===== src/rtl/core/hcb_ram.sv =====
// Generic single-write, single-read RAM with registered read data.
`default_nettype none
module hcb_ram #(
    parameter int WIDTH = 8,
    parameter int DEPTH = 16
) (
    input  wire logic                                  aclk,
    input  wire logic                                  we,
    input  wire logic [(DEPTH > 1 ? $clog2(DEPTH) : 1)-1:0] waddr,
    input  wire logic [WIDTH-1:0]                      wdata,
    input  wire logic                                  re,
    input  wire logic [(DEPTH > 1 ? $clog2(DEPTH) : 1)-1:0] raddr,
    output logic      [WIDTH-1:0]                      rdata
);
    logic [WIDTH-1:0] mem [DEPTH];

    always_ff @(posedge aclk) begin
        if (we) begin
            mem[waddr] <= wdata;
        end
        if (re) begin
            rdata <= mem[raddr];
        end
    end
endmodule
`default_nettype wire


===== config.mk =====
export PLATFORM = sky130hd
export DESIGN_NAME = hcb_ram
export DESIGN_NICKNAME = d
export VERILOG_FILES = /design/src/rtl/core/hcb_ram.sv
export SDC_FILE = /design/constraint.sdc
export NUM_CORES = 1
export LEC_CHECK = 0
export ABC_CLOCK_PERIOD_IN_PS = 4400
export BUFFER_PORTS_ARGS = -buffer_cell sky130_fd_sc_hd__buf_4
export CAP_MARGIN = 20
export CORE_MARGIN = 8
export CORE_UTILIZATION = 48
export DETAILED_ROUTE_END_ITERATION = 10
export MAX_ROUTING_LAYER = met4
export PLACE_DENSITY = 0.7
export SKIP_LAST_GASP = 1
export SLEW_MARGIN = 10
export SYNTH_ARGS = -nofsm -noshare
export SYNTH_HDL_FRONTEND = slang
export SYNTH_SLANG_ARGS = --single-unit

===== constraint.sdc =====
create_clock -name aclk -period 4.4 [get_ports aclk]
set_input_delay 0 -clock aclk [delete_from_list [all_inputs] [get_ports aclk]]
set_output_delay 0 -clock aclk [all_outputs]
set_load 0.05 [all_outputs]

==> run metrics <==
status complete, no violations; P_int around 2.4 mW; CTS tree done; worst hold slack ~0.019 ns; Port-buffer cells 26; mapped cell area approximately 5200 sq um; clock tree buffer depth 2; Max Clock Skew between 0.006 and 0.007 ns; setup TNS 0 ns; sequential share of power between 40% and 50%; IO Count 27; pre-CTS setup slack roughly 2.5 ns; Critical Path AT between 1.5 and 2 ns; RD Place Congestion 0.7783; crit path time final 1.660 ns; # resized after CTS 0; Fin. Hold Viols 0; via count between 2000 and 2500; Max Fclk about 0.6 GHz; Clk Latency, worst-skew pair just over 0.5 ns; most frequent cells in the layout edfxtp_1, buf_4, mux4_2, a22oi_1, clkbuf_16; top sig layer met4; Root Buffer clkbuf_8; ANT cells 0; Worst-Margin Slew a little under 1 ns; maximum vdd drop around 0.26 mV; hpwl dp between 6 and 7 mm; RSZ-0062 raised after global routing no; Worst Path Max Fanout 8; most common cell after layout, fill and taps aside edfxtp_1; vias per cell 5.738; first-pass GRT wire length 15.67 mm; Final Net Count roughly 300; Pwr Density a little under 500 nW/um^2; share of post-route cells with drive strength above 1 between 20% and 30%; post-route insts no fill ~430; initial drt markers ~190; Post-DRT Antenna Nets 0; clock share of power about 46%; Area Overhead vs Synth 19.27%; total track usage around 15%; HP Class input port to register; hold wc startpoint waddr[3]; WS Path Type input port to register; drt drc 0; initial antenna violation count 0; largest net degree at the start of global routing 33; count of state elements after synthesis ~140; M1 WL about 4.5 mm; DR pass1 iterations 4; Max Slew Vio Count 0; syn_area_per_cell about 23 sq um; min setup slack post-route around 2.7 ns; metal2 WL 4.845 mm; Worst R2R Start mem[3][7]; CP endpoint kind register; period utilization 37.73%; Synthesized Nets ~250; Initial Utilization between 40% and 50%; Fill cells approximately 800; Die Y around 120 um; synth warn 0; Clock Sinks between 100 and 150; Syn Inst Count between 200 and 250; Die Wd about 120 um; metal3 WL between 700 and 800 um; Comb power frac under 10%; Sw Ratio 20.53%; Max-slew headroom 34.46%; Finish-stage setup viols 0; CORE AREA 10750 sq um; startpoint types input port; num rows 38; Avg WL per Cell around 24 um; Net Sw Power 0.6165 mW; vias in the first global route between 2000 and 3000; Leakage approximately 2.1 nW; number of max-cap violations 0; Yosys cell types 18; Seq/Total Area, Yosys between 70% and 80%; total gr overflow 0; Num CTS Buffers 17; Routed WL a little over 10 mm; Die Area ~14000 sq um; Critical path origin waddr[1]; placed cells just under 400; CP required roughly 4.5 ns; CTS clk-pin slew, worst paths 0.06 ns; CTS H-Tree Depth 4
[area by class of cell]
| class | count | area [sq um] | share of cell area, % |
|---|---|---|---|
| clock inverter | 12 | 152.6 | 2.448 |
| tap | 140 | 175.2 | 2.810 |
| clock buffer | 20 | 425.4 | 6.823 |
| sequential | 136 | 4084 | 65.50 |
| multi-input combinational | 83 | 1062 | 17.04 |
| timing repair buffer | 41 | 335.3 | 5.378 |
[path summary, 6_finish.rpt]
| kind | end | slack, ns | cells after the start |
|---|---|---|---|
| setup reg to reg | rdata[7] | 2.85 | 3 |
| hold / removal | mem[0][6] | 0.02 | 3 |
| hold reg to reg | rdata[3] | 0.75 | 3 |
| setup / recovery | mem[4][5] | 2.74 | 4 |
[critical path, stage by stage]
cell,delay [ns]
dlygate4sd3_1,0.54
buf_4,0.17
nor3_2,0.18
dlygate4sd3_1,0.91
[state kept, by name, summed over array words and instances (netlist names)]
register,flops
mem,128
rdata,8
[routing by layer]
layer / up-vias / track usage [%]
met3: 13 / 4.382
met5: - / -
met1: 1288 / 20.26
met4: 0 / 6.011
li1: 1082 / -
met2: 96 / 22.44
[through the flow]
step / cell area (sq um) / power, mW / utilization (%)
6_report: 6235 / 3.003 / 58.02
5_1_grt: 6235 / 3.094 / 58.02
4_1_cts: 6220 / 3.017 / 57.88
3_5_place_dp: 5532 / 1.651 / 51.48
3_3_place_gp: 5532 / 1.647 / 51.48
2_1_floorplan: 5228 / 1.588 / -
[cell families (layout without fill, tap and decap cells)]
group	Yosys count	after routing	synth area share (%)
buffers and inverters	10	73	1.651
AO/OA/AOI/OAI	16	16	2.298
AND/OR/NAND/NOR	35	35	3.136
flip-flops	136	136	78.12
multiplexers	32	32	14.79
[synth_stat cells (all sizes together)]
library cell     n  area [sq um]
edfxtp         136          4084
mux4            32         773.2
a22oi           16         120.1
nor2            13         48.80
nand2            9         33.78
buf              7         56.30
nor3             4         20.02
clkdlybuf4s25    3         30.03
nand2b           2         12.51
nand3b           2         15.01
and2             1         6.260
and2b            1         7.510
nand3            1         5.000
nor2b            1         6.260
or3b             1         8.760
[power by group through the flow]
stage               sequential [mW]  combinational, mW  clock, mW
finish                         1.47              0.163       1.37
global route                   1.47              0.174       1.45
CTS                            1.47              0.164       1.38
detailed placement             1.49              0.156          0
global placement               1.49              0.154          0
floorplan                      1.51             0.0737          0
[repair_timing]
item / 4_1_cts / 5_1_grt
hold endpoints to repair: 150 / 3
hold buffers: 11 / 1
buffers inserted: 0 / 0
Power figures use the tool's default switching activity.
