`src/rtl/core/hcb_pkg.sv`:
```
// Shared types and constants of the Huffman code builder.
`default_nettype none
package hcb_pkg;
    localparam logic [1:0] CMD_LOAD  = 2'd0;
    localparam logic [1:0] CMD_BUILD = 2'd1;
    localparam logic [1:0] CMD_READ  = 2'd2;

    localparam logic [1:0] OP_HOLD   = 2'd0;
    localparam logic [1:0] OP_CLEAR  = 2'd1;
    localparam logic [1:0] OP_INSERT = 2'd2;
    localparam logic [1:0] OP_MERGE  = 2'd3;

    localparam int DEPTH_W = 8;
    localparam int CNT_W   = 9;
    localparam int LEN_W   = 6;
    localparam int VAL_W   = 48;

    typedef struct packed {
        logic [1:0] op;
    } cell_ctl_t;
endpackage
`default_nettype wire

```
`src/rtl/core/hcb_cell.sv`:
```
// One cell of the sorted list: holds one entry, ascending weight from cell zero.
`default_nettype none
module hcb_cell #(
    parameter int WW = 32,
    parameter int NW = 9
) (
    input  wire logic              aclk,
    input  wire logic              aresetn,
    input  wire hcb_pkg::cell_ctl_t ctl,
    input  wire logic [WW-1:0]     new_w,
    input  wire logic [NW-1:0]     new_id,
    input  wire logic              prev_v,
    input  wire logic [WW-1:0]     prev_w,
    input  wire logic [NW-1:0]     prev_id,
    input  wire logic              nxt1_v,
    input  wire logic [WW-1:0]     nxt1_w,
    input  wire logic [NW-1:0]     nxt1_id,
    input  wire logic              nxt2_v,
    input  wire logic [WW-1:0]     nxt2_w,
    input  wire logic [NW-1:0]     nxt2_id,
    output logic                   q_v,
    output logic      [WW-1:0]     q_w,
    output logic      [NW-1:0]     q_id
);
    logic          v_reg, v_next;
    logic [WW-1:0] w_reg, w_next;
    logic [NW-1:0] id_reg, id_next;
    logic          h_v, p_v, h_lt, p_lt;
    logic [WW-1:0] h_w, p_w;
    logic [NW-1:0] h_id, p_id;

    // A merge drops the two lightest entries, so the cell looks two and one places up.
    always_comb begin
        if (ctl.op == hcb_pkg::OP_MERGE) begin
            h_v = nxt2_v; h_w = nxt2_w; h_id = nxt2_id;
            p_v = nxt1_v; p_w = nxt1_w; p_id = nxt1_id;
        end else begin
            h_v = v_reg;  h_w = w_reg;  h_id = id_reg;
            p_v = prev_v; p_w = prev_w; p_id = prev_id;
        end
        h_lt = h_v && (h_w < new_w);
        p_lt = p_v && (p_w < new_w);
        v_next = v_reg; w_next = w_reg; id_next = id_reg;
        unique case (ctl.op)
            hcb_pkg::OP_HOLD: begin
            end
            hcb_pkg::OP_CLEAR: begin
                v_next = 1'b0;
            end
            default: begin
                if (h_lt) begin
                    v_next = h_v; w_next = h_w; id_next = h_id;
                end else if (p_lt) begin
                    v_next = 1'b1; w_next = new_w; id_next = new_id;
                end else begin
                    v_next = p_v; w_next = p_w; id_next = p_id;
                end
            end
        endcase
    end

    always_ff @(posedge aclk) begin
        if (!aresetn) begin
            v_reg <= 1'b0;
        end else begin
            v_reg <= v_next;
        end
        w_reg  <= w_next;
        id_reg <= id_next;
    end

    assign q_v  = v_reg;
    assign q_w  = w_reg;
    assign q_id = id_reg;
endmodule
`default_nettype wire
```
`config.mk`:
```
export PLATFORM = sky130hd
export DESIGN_NAME = hcb_cell
export DESIGN_NICKNAME = d
export VERILOG_FILES = /design/src/rtl/core/hcb_pkg.sv /design/src/rtl/core/hcb_cell.sv
export SDC_FILE = /design/constraint.sdc
export NUM_CORES = 1
export LEC_CHECK = 0
export ABC_AREA = 1
export BUFFER_PORTS_ARGS = -buffer_cell sky130_fd_sc_hd__buf_2
export CORE_UTILIZATION = 25
export DETAILED_ROUTE_END_ITERATION = 10
export GPL_TIMING_DRIVEN = 0
export HOLD_SLACK_MARGIN = 0.06
export PLACE_DENSITY = 0.51
export SYNTH_ARGS = -nofsm -noshare
export SYNTH_HDL_FRONTEND = slang
export SYNTH_SLANG_ARGS = --single-unit
export TNS_END_PERCENT = 20
```
`constraint.sdc`:
```
create_clock -name aclk -period 2.7 [get_ports aclk]
set_input_delay 0.405 -clock aclk [delete_from_list [all_inputs] [get_ports aclk]]
set_output_delay 0.405 -clock aclk [all_outputs]
set_load 0.05 [all_outputs]
```
==> results.json, run 1 <==
{
  "status": "finished, final reports clean",
  "hold_buffers": 0,
  "drive_gt1_frac": 0.426,
  "reg2reg_from": "q_w[31]$_DFFE_PP_",
  "synth_top_family_by_area": "simple AND/OR/NAND/NOR gates",
  "rsz0062_at_grt": "true",
  "synth_nets": 922,
  "grt_pass1_vias": 4946,
  "p_per_area_mw_per_mm2": 456,
  "grt_use_met3": 0.0216,
  "peakVddDrop_uv": 215,
  "ys_seq_area_frac": 0.257,
  "arrival_ns": 2.75,
  "initial_utilization": 0.257,
  "fp.coreArea_mm2": 0.0189,
  "p_sw_mw": 1.51,
  "p_sw_frac": 0.432,
  "drc": 0,
  "hold_viol": 0,
  "regToRegEndpoint": "q_w[27]$_DFFE_PP_",
  "synth-simple-area-share": 0.276,
  "fin_worst_skew_ns": 0.0116,
  "avgSynthCellArea_um2": 7.06,
  "place_ws_ns": -1.14,
  "die_w_um": 141,
  "tightest_slew_ns": 0.337,
  "clk_latency_ns": 0.30,
  "antenna_found_initial": 0,
  "r2r_cells": 13,
  "nFillCells": 2021,
  "nNetsFinal": 1168,
  "htreeDepth": 2,
  "cts_tree": "done",
  "cts.sinks": 42,
  "slew_violations": 0,
  "setup-tns-final_ns": 0,
  "clkTransAtPathRegs_ns": 0.08,
  "seqPwrFrac": 0.257,
  "clockRootBuffer": "clkbuf_16",
  "period_needed_ns": 2.69,
  "area_growth_pct": 58.1,
  "crit_type": "primary input to flop",
  "reg2reg_slack_ns": 0.20,
  "drtPass1Iterations": 4,
  "totalWireLength_mm": 17.9,
  "vias": 5268,
  "synth_fa_ha_area_frac": 0.159,
  "grt_pass1_wl_mm": 26.8,
  "pwr-share-clk": 0.188,
  "dieArea_mm2": 0.0200,
  "grt_use_met1": 0.239,
  "ys_types": 29,
  "drt_iter0_drc": 179,
  "whs_path_depth": 3,
  "cp.required_ns": 2.76,
  "pwr-share-comb": 0.555,
  "final_antenna_net_count": 0,
  "fp.dieH_um": 141,
  "worstHoldPathType": "primary input to flop",
  "yosys_warnings": 0,
  "portBuffers": 212,
  "ys_ff_latch": 42,
  "track_usage": 0.176,
  "rows": 50,
  "post-route-period-util": 0.997,
  "startpoint": "ctl[1]",
  "diodes": 0,
  "timing.hold.ws_ns": 0.325,
  "worstSetupStartpointType": "primary input",
  "synthMuxAreaShare": 0.0903,
  "wl_per_cell_um": 14.9,
  "netlist_instances": 689,
  "cp-endpoint": "q_w[16]$_DFFE_PP_",
  "busiest_layer": "met2",
  "crit_path_end_kind": "flop",
  "cts_max_path_buffers": 2,
  "synthXorXnorAreaFrac": 0,
  "dp_hpwl_mm": 13.2,
  "viasPerCell": 4.40,
  "grtUsageMet2": 0.299,
  "io_pins": 213,
  "numCtsBuffers": 5,
  "power_leakage_nw": 4.16,
  "gp_congestion": 0.794,
  "grt_max_degree": 26,
  "drv_cap": 0,
  "slew_headroom": 0.774,
  "grt_overflow": 0,
  "fmax_ghz": 0.372,
  "synth_compound_area_frac": 0.0877,
  "internal-power_mw": 1.99,
  "worst_slack_ns": 0.00915,
  "setup_viol": 0,
  "worstPathMaxFanout": 10,
  "syn_area_mm2": 0.00486
}
==> metal layers <==
| metal | up-vias | routed length [um] |
|---|---|---|
| li1 | 2765 | - |
| met1 | 2326 | 8230 |
| met2 | 166 | 8510 |
| met3 | 11 | 900 |
| met4 | 0 | 216 |
| met5 | - | 0 |
==> state kept, by name, summed over array words and instances (netlist names) <==
signal  flops
q_v         1
q_id        9
q_w        32
==> area by class of cell <==
type                       count  area, um^2  share of cell area
clock inverter                 3        23.8             0.00309
multi-input combinational    498        3630               0.472
buffer                        31         442              0.0574
tap                          260         325              0.0423
timing repair buffer         239        1440               0.187
inverter                     117         447              0.0581
sequential                    42        1250               0.163
timing repair inverter         1        7.51            0.000976
clock buffer                   5         125              0.0163
==> metrics by stage <==
step | utilization | cell area [um^2] | instances | power [mW]
6_report | 0.407 | 7690 | 1196 | 3.50
5_1_grt | 0.407 | 7690 | 1196 | 3.75
4_1_cts | 0.388 | 7330 | 1195 | 3.41
3_5_place_dp | 0.334 | 6300 | 1162 | 2.44
3_3_place_gp | 0.333 | 6280 | 1161 | 2.43
2_1_floorplan | - | 4900 | 689 | 1.98
==> how the worst min path moves through the flow <==
stage                          start                to  slack, ns
finish                       aresetn  q_v$_SDFFE_PN0P_       0.33
CTS                          aresetn  q_v$_SDFFE_PN0P_       0.31
global route                 aresetn  q_v$_SDFFE_PN0P_       0.31
detailed placement  q_v$_SDFFE_PN0P_  q_v$_SDFFE_PN0P_       0.56
floorplan                    aresetn  q_v$_SDFFE_PN0P_       0.53
global placement    q_v$_SDFFE_PN0P_  q_v$_SDFFE_PN0P_       0.56
==> synthesized netlist by cell type <==
cell | n | area share
nor4_1 | 1 | 0.0013
mux2_2 | 31 | 0.072
inv_1 | 116 | 0.090
edfxtp_1 | 41 | 0.25
buf_2 | 9 | 0.0093
buf_6 | 4 | 0.0093
a21oi_2 | 1 | 0.0018
buf_4 | 7 | 0.011
o21bai_1 | 1 | 0.0015
nand2_1 | 202 | 0.16
clkbuf_1 | 12 | 0.0093
o21ai_0 | 40 | 0.041
ha_1 | 62 | 0.16
inv_2 | 1 | 0.00077
o211ai_1 | 1 | 0.0015
nand2_4 | 1 | 0.0023
nand2_2 | 3 | 0.0039
a211oi_1 | 3 | 0.0046
mux2i_1 | 9 | 0.019
nor2_1 | 9 | 0.0069
o2111ai_1 | 2 | 0.0036
nand4_1 | 5 | 0.0064
a41oi_1 | 2 | 0.0036
dfxtp_1 | 1 | 0.0041
nor4b_1 | 1 | 0.0018
nand3_1 | 91 | 0.094
nor3_1 | 3 | 0.0031
and2_1 | 1 | 0.0013
a21oi_1 | 29 | 0.030
==> cells in the final DEF (no fill, tap or decap), types with 2 or more instances in the layout <==
master      count
buf_12          7
o21ai_0        15
buf_8          18
nand3_2        16
mux2_4         14
buf_6           7
nand2_2        13
nor3_1          2
buf_2         210
nand3_1        75
mux2_2         17
nand2_4         4
clkinvlp_4      3
nand2_8         3
nor2_4          2
ha_4           16
nand2_1       186
buf_4          15
a21oi_4         2
nand4_1         5
o21ai_1        11
nor2_1          7
a211oi_1        2
clkbuf_8        5
a21oi_2         9
mux2i_1         9
clkbuf_2        2
ha_1           46
buf_16          2
a21oi_1        19
edfxtp_1       41
clkbuf_16       7
inv_1         115
o21ai_2        13
==> worst max-delay path: stages <==
cell and delay [ns]:
buf_12 0.11, nand2_8 0.08, clkbuf_16 0.16, buf_12 0.13, buf_6 0.10, mux2_4 0.31, ha_4 0.23, a21oi_2 0.12
o21ai_1 0.07, nand2_1 0.15, o2111ai_4 0.15, nor2_4 0.20, nand2_8 0.10, buf_6 0.14, buf_12 0.14, nand3_1 0.08
nand2_1 0.06
==> cells by family (layout without fill, tap and decap cells) <==
family	after synthesis	in the layout
buffers and inverters	149	396
muxes	40	40
and+or+nand+nor	317	317
AOI/OAI and AO/OA	79	79
adders and majority gates	62	62
DFF	42	42
==> what timing repair did <==
action | CTS | global route
pin swaps | 27 | 21
setup endpoints to repair | 51 | 51
hold endpoints to repair | 0 | 0
gates cloned | 5 | 0
setup buffers | 20 | 2
resized for setup | 149 | 79
==> power by group through the flow <==
stage	Combinational, mW	Clock, mW	Sequential [mW]
finish	1.94	0.660	0.899
global route	2.13	0.711	0.910
CTS	1.82	0.686	0.900
detailed placement	1.53	0	0.911
global placement	1.52	0	0.913
floorplan	0.736	0	1.25
(Power assumes the default switching activity.)
==> inputs of run 2 (changes only) <==
--- a/config.mk
+++ b/config.mk
@@ -7,6 +7,7 @@
 export LEC_CHECK = 0
 export ABC_AREA = 1
 export BUFFER_PORTS_ARGS = -buffer_cell sky130_fd_sc_hd__buf_2
+export CORE_ASPECT_RATIO = 0.75
 export CORE_UTILIZATION = 25
 export DETAILED_ROUTE_END_ITERATION = 10
 export GPL_TIMING_DRIVEN = 0
==> run 2 against run 1 <==
The run now ends with negative setup slack left. Total power rose by 4.7%. Register-to-register slack got worse by 0.07 ns. Highest routed layer unchanged. Critical path type unchanged. Largest cell class unchanged. Utilization rose by 1.7 points.
==> results.json, run 2 (synthesis gave the netlist of run 1 again) <==
{
  "arrival_ns": 2.81,
  "grt_pass1_vias": 5170,
  "area_growth_pct": 63.7,
  "cp.required_ns": 2.75,
  "peakVddDrop_uv": 243,
  "cts.sinks": 42,
  "io_pins": 213,
  "final_common_cell": "buf_2",
  "place_inst": 1149,
  "layout_common_cells": "buf_2 (210), nand2_1 (177), inv_1 (113)",
  "largest_reg_flops": 32,
  "clkTransAtPathRegs_ns": 0.07,
  "grt_overflow": 0,
  "worstPathMaxFanout": 6,
  "drive_gt1_frac": 0.447,
  "status": "finished with violations",
  "diodes": 0,
  "vias": 5411,
  "die_w_um": 163,
  "viasPerCell": 4.52,
  "fin_worst_skew_ns": 0.00946,
  "post-route-period-util": 1.02,
  "power_leakage_nw": 4.25,
  "grt_max_degree": 18,
  "drv_cap": 0,
  "period_needed_ns": 2.75,
  "rsz0062_at_grt": "true",
  "violations": "negative setup slack",
  "drc": 0,
  "slew_headroom": 0.600,
  "worst_slack_ns": -0.0540,
  "nNetsFinal": 1182,
  "hold_buffers": 0,
  "final_antenna_net_count": 0,
  "fin_cells": 1197,
  "fp.dieH_um": 123,
  "fmax_ghz": 0.363,
  "initial_utilization": 0.259,
  "crit_path_end_kind": "flop",
  "final_area_mm2": 0.00796,
  "tightest_slew_ns": 0.600,
  "slew_violations": 0,
  "portBuffers": 212,
  "timing.hold.ws_ns": 0.326,
  "postPlaceCellArea_mm2": 0.00629,
  "fin_total_pwr_mw": 3.67,
  "p_per_area_mw_per_mm2": 460,
  "wl_per_cell_um": 15.8,
  "cts_tree": "done",
  "drtPass1Iterations": 5,
  "gp_congestion": 0.813,
  "antenna_found_initial": 0,
  "fp.coreArea_mm2": 0.0188,
  "track_usage": 0.183,
  "worstSetupStartpointType": "primary input",
  "setup_viol": 44,
  "clk_latency_ns": 0.30,
  "rows": 43,
  "totalWireLength_mm": 18.9,
  "worstHoldPathType": "primary input to flop",
  "grt_pass1_wl_mm": 27.5,
  "htreeDepth": 2,
  "hold_viol": 0,
  "dp_hpwl_mm": 13.9,
  "numCtsBuffers": 5,
  "crit_type": "primary input to flop",
  "clockRootBuffer": "clkbuf_16",
  "cts_max_path_buffers": 2,
  "dieArea_mm2": 0.0200,
  "utilization": 0.424,
  "drt_iter0_drc": 291
}
run 2: critical path: stages:
cell,delay [ns]
buf_12,0.09
nand2_8,0.05
clkbuf_16,0.16
buf_12,0.14
clkbuf_16,0.16
nand2_4,0.07
o21ai_4,0.07
ha_4,0.28
nand4_1,0.16
buf_4,0.18
buf_4,0.12
inv_2,0.04
nand2_2,0.05
o2111ai_2,0.10
a21oi_4,0.06
buf_12,0.15
nand2_8,0.07
buf_12,0.12
buf_8,0.11
nand2_1,0.06
nand3_1,0.08
nand2_1,0.06
run 2: path summary, 6_finish.rpt:
path,start,end,slack [ns],cells after the start
max,ctl[1],q_w[4]$_DFFE_PP_,-0.05,22
min,aresetn,q_v$_SDFFE_PN0P_,0.33,3
max reg2reg,q_w[31]$_DFFE_PP_,q_w[4]$_DFFE_PP_,0.13,12
min reg2reg,q_v$_SDFFE_PN0P_,q_v$_SDFFE_PN0P_,0.60,4
run 2: report_power, final:
part | total [mW] | switching, mW | internal (mW)
Combinational | 2.03 | 1.19 | 0.841
Clock | 0.732 | 0.298 | 0.434
Sequential | 0.900 | 0.0418 | 0.858
run 2: timing repair:
| item | CTS | global route |
|---|---|---|
| endpoints found under the setup margin | 51 | 51 |
| resized for setup | 134 | 105 |
| buffers inserted | 28 | 7 |
| gates cloned | 4 | 2 |
| pin swaps | 25 | 30 |
run 2: stage by stage:
| step | worst slack [ns] | TNS [ns] |
|---|---|---|
| after global routing | -0.178 | -6.70 |
| after global placement | -1.15 | -54.88 |
| after CTS | -0.119 | -4.50 |
| final | -0.0540 | -0.758 |
| after detailed placement | -1.16 | -56.01 |
| after floorplan | 0.0192 | 0 |
run 2: final cells by class:
cell class	count	area, um^2
Buffer	32	438
Clock buffer	5	125
Clock inverter	3	40.0
Fill cell	1962	10800
Inverter	117	449
Multi-Input combinational cell	498	3760
Sequential cell	42	1250
Tap cell	247	309
Timing Repair Buffer	252	1580
Timing Repair inverter	1	7.51
run 2: routing by layer:
layer	routed length, um	track usage	vias to the layer above
met5	0	0	-
met4	197	0.0421	0
met3	1100	0.0281	14
met2	8440	0.299	171
met1	9180	0.253	2431
li1	-	-	2795
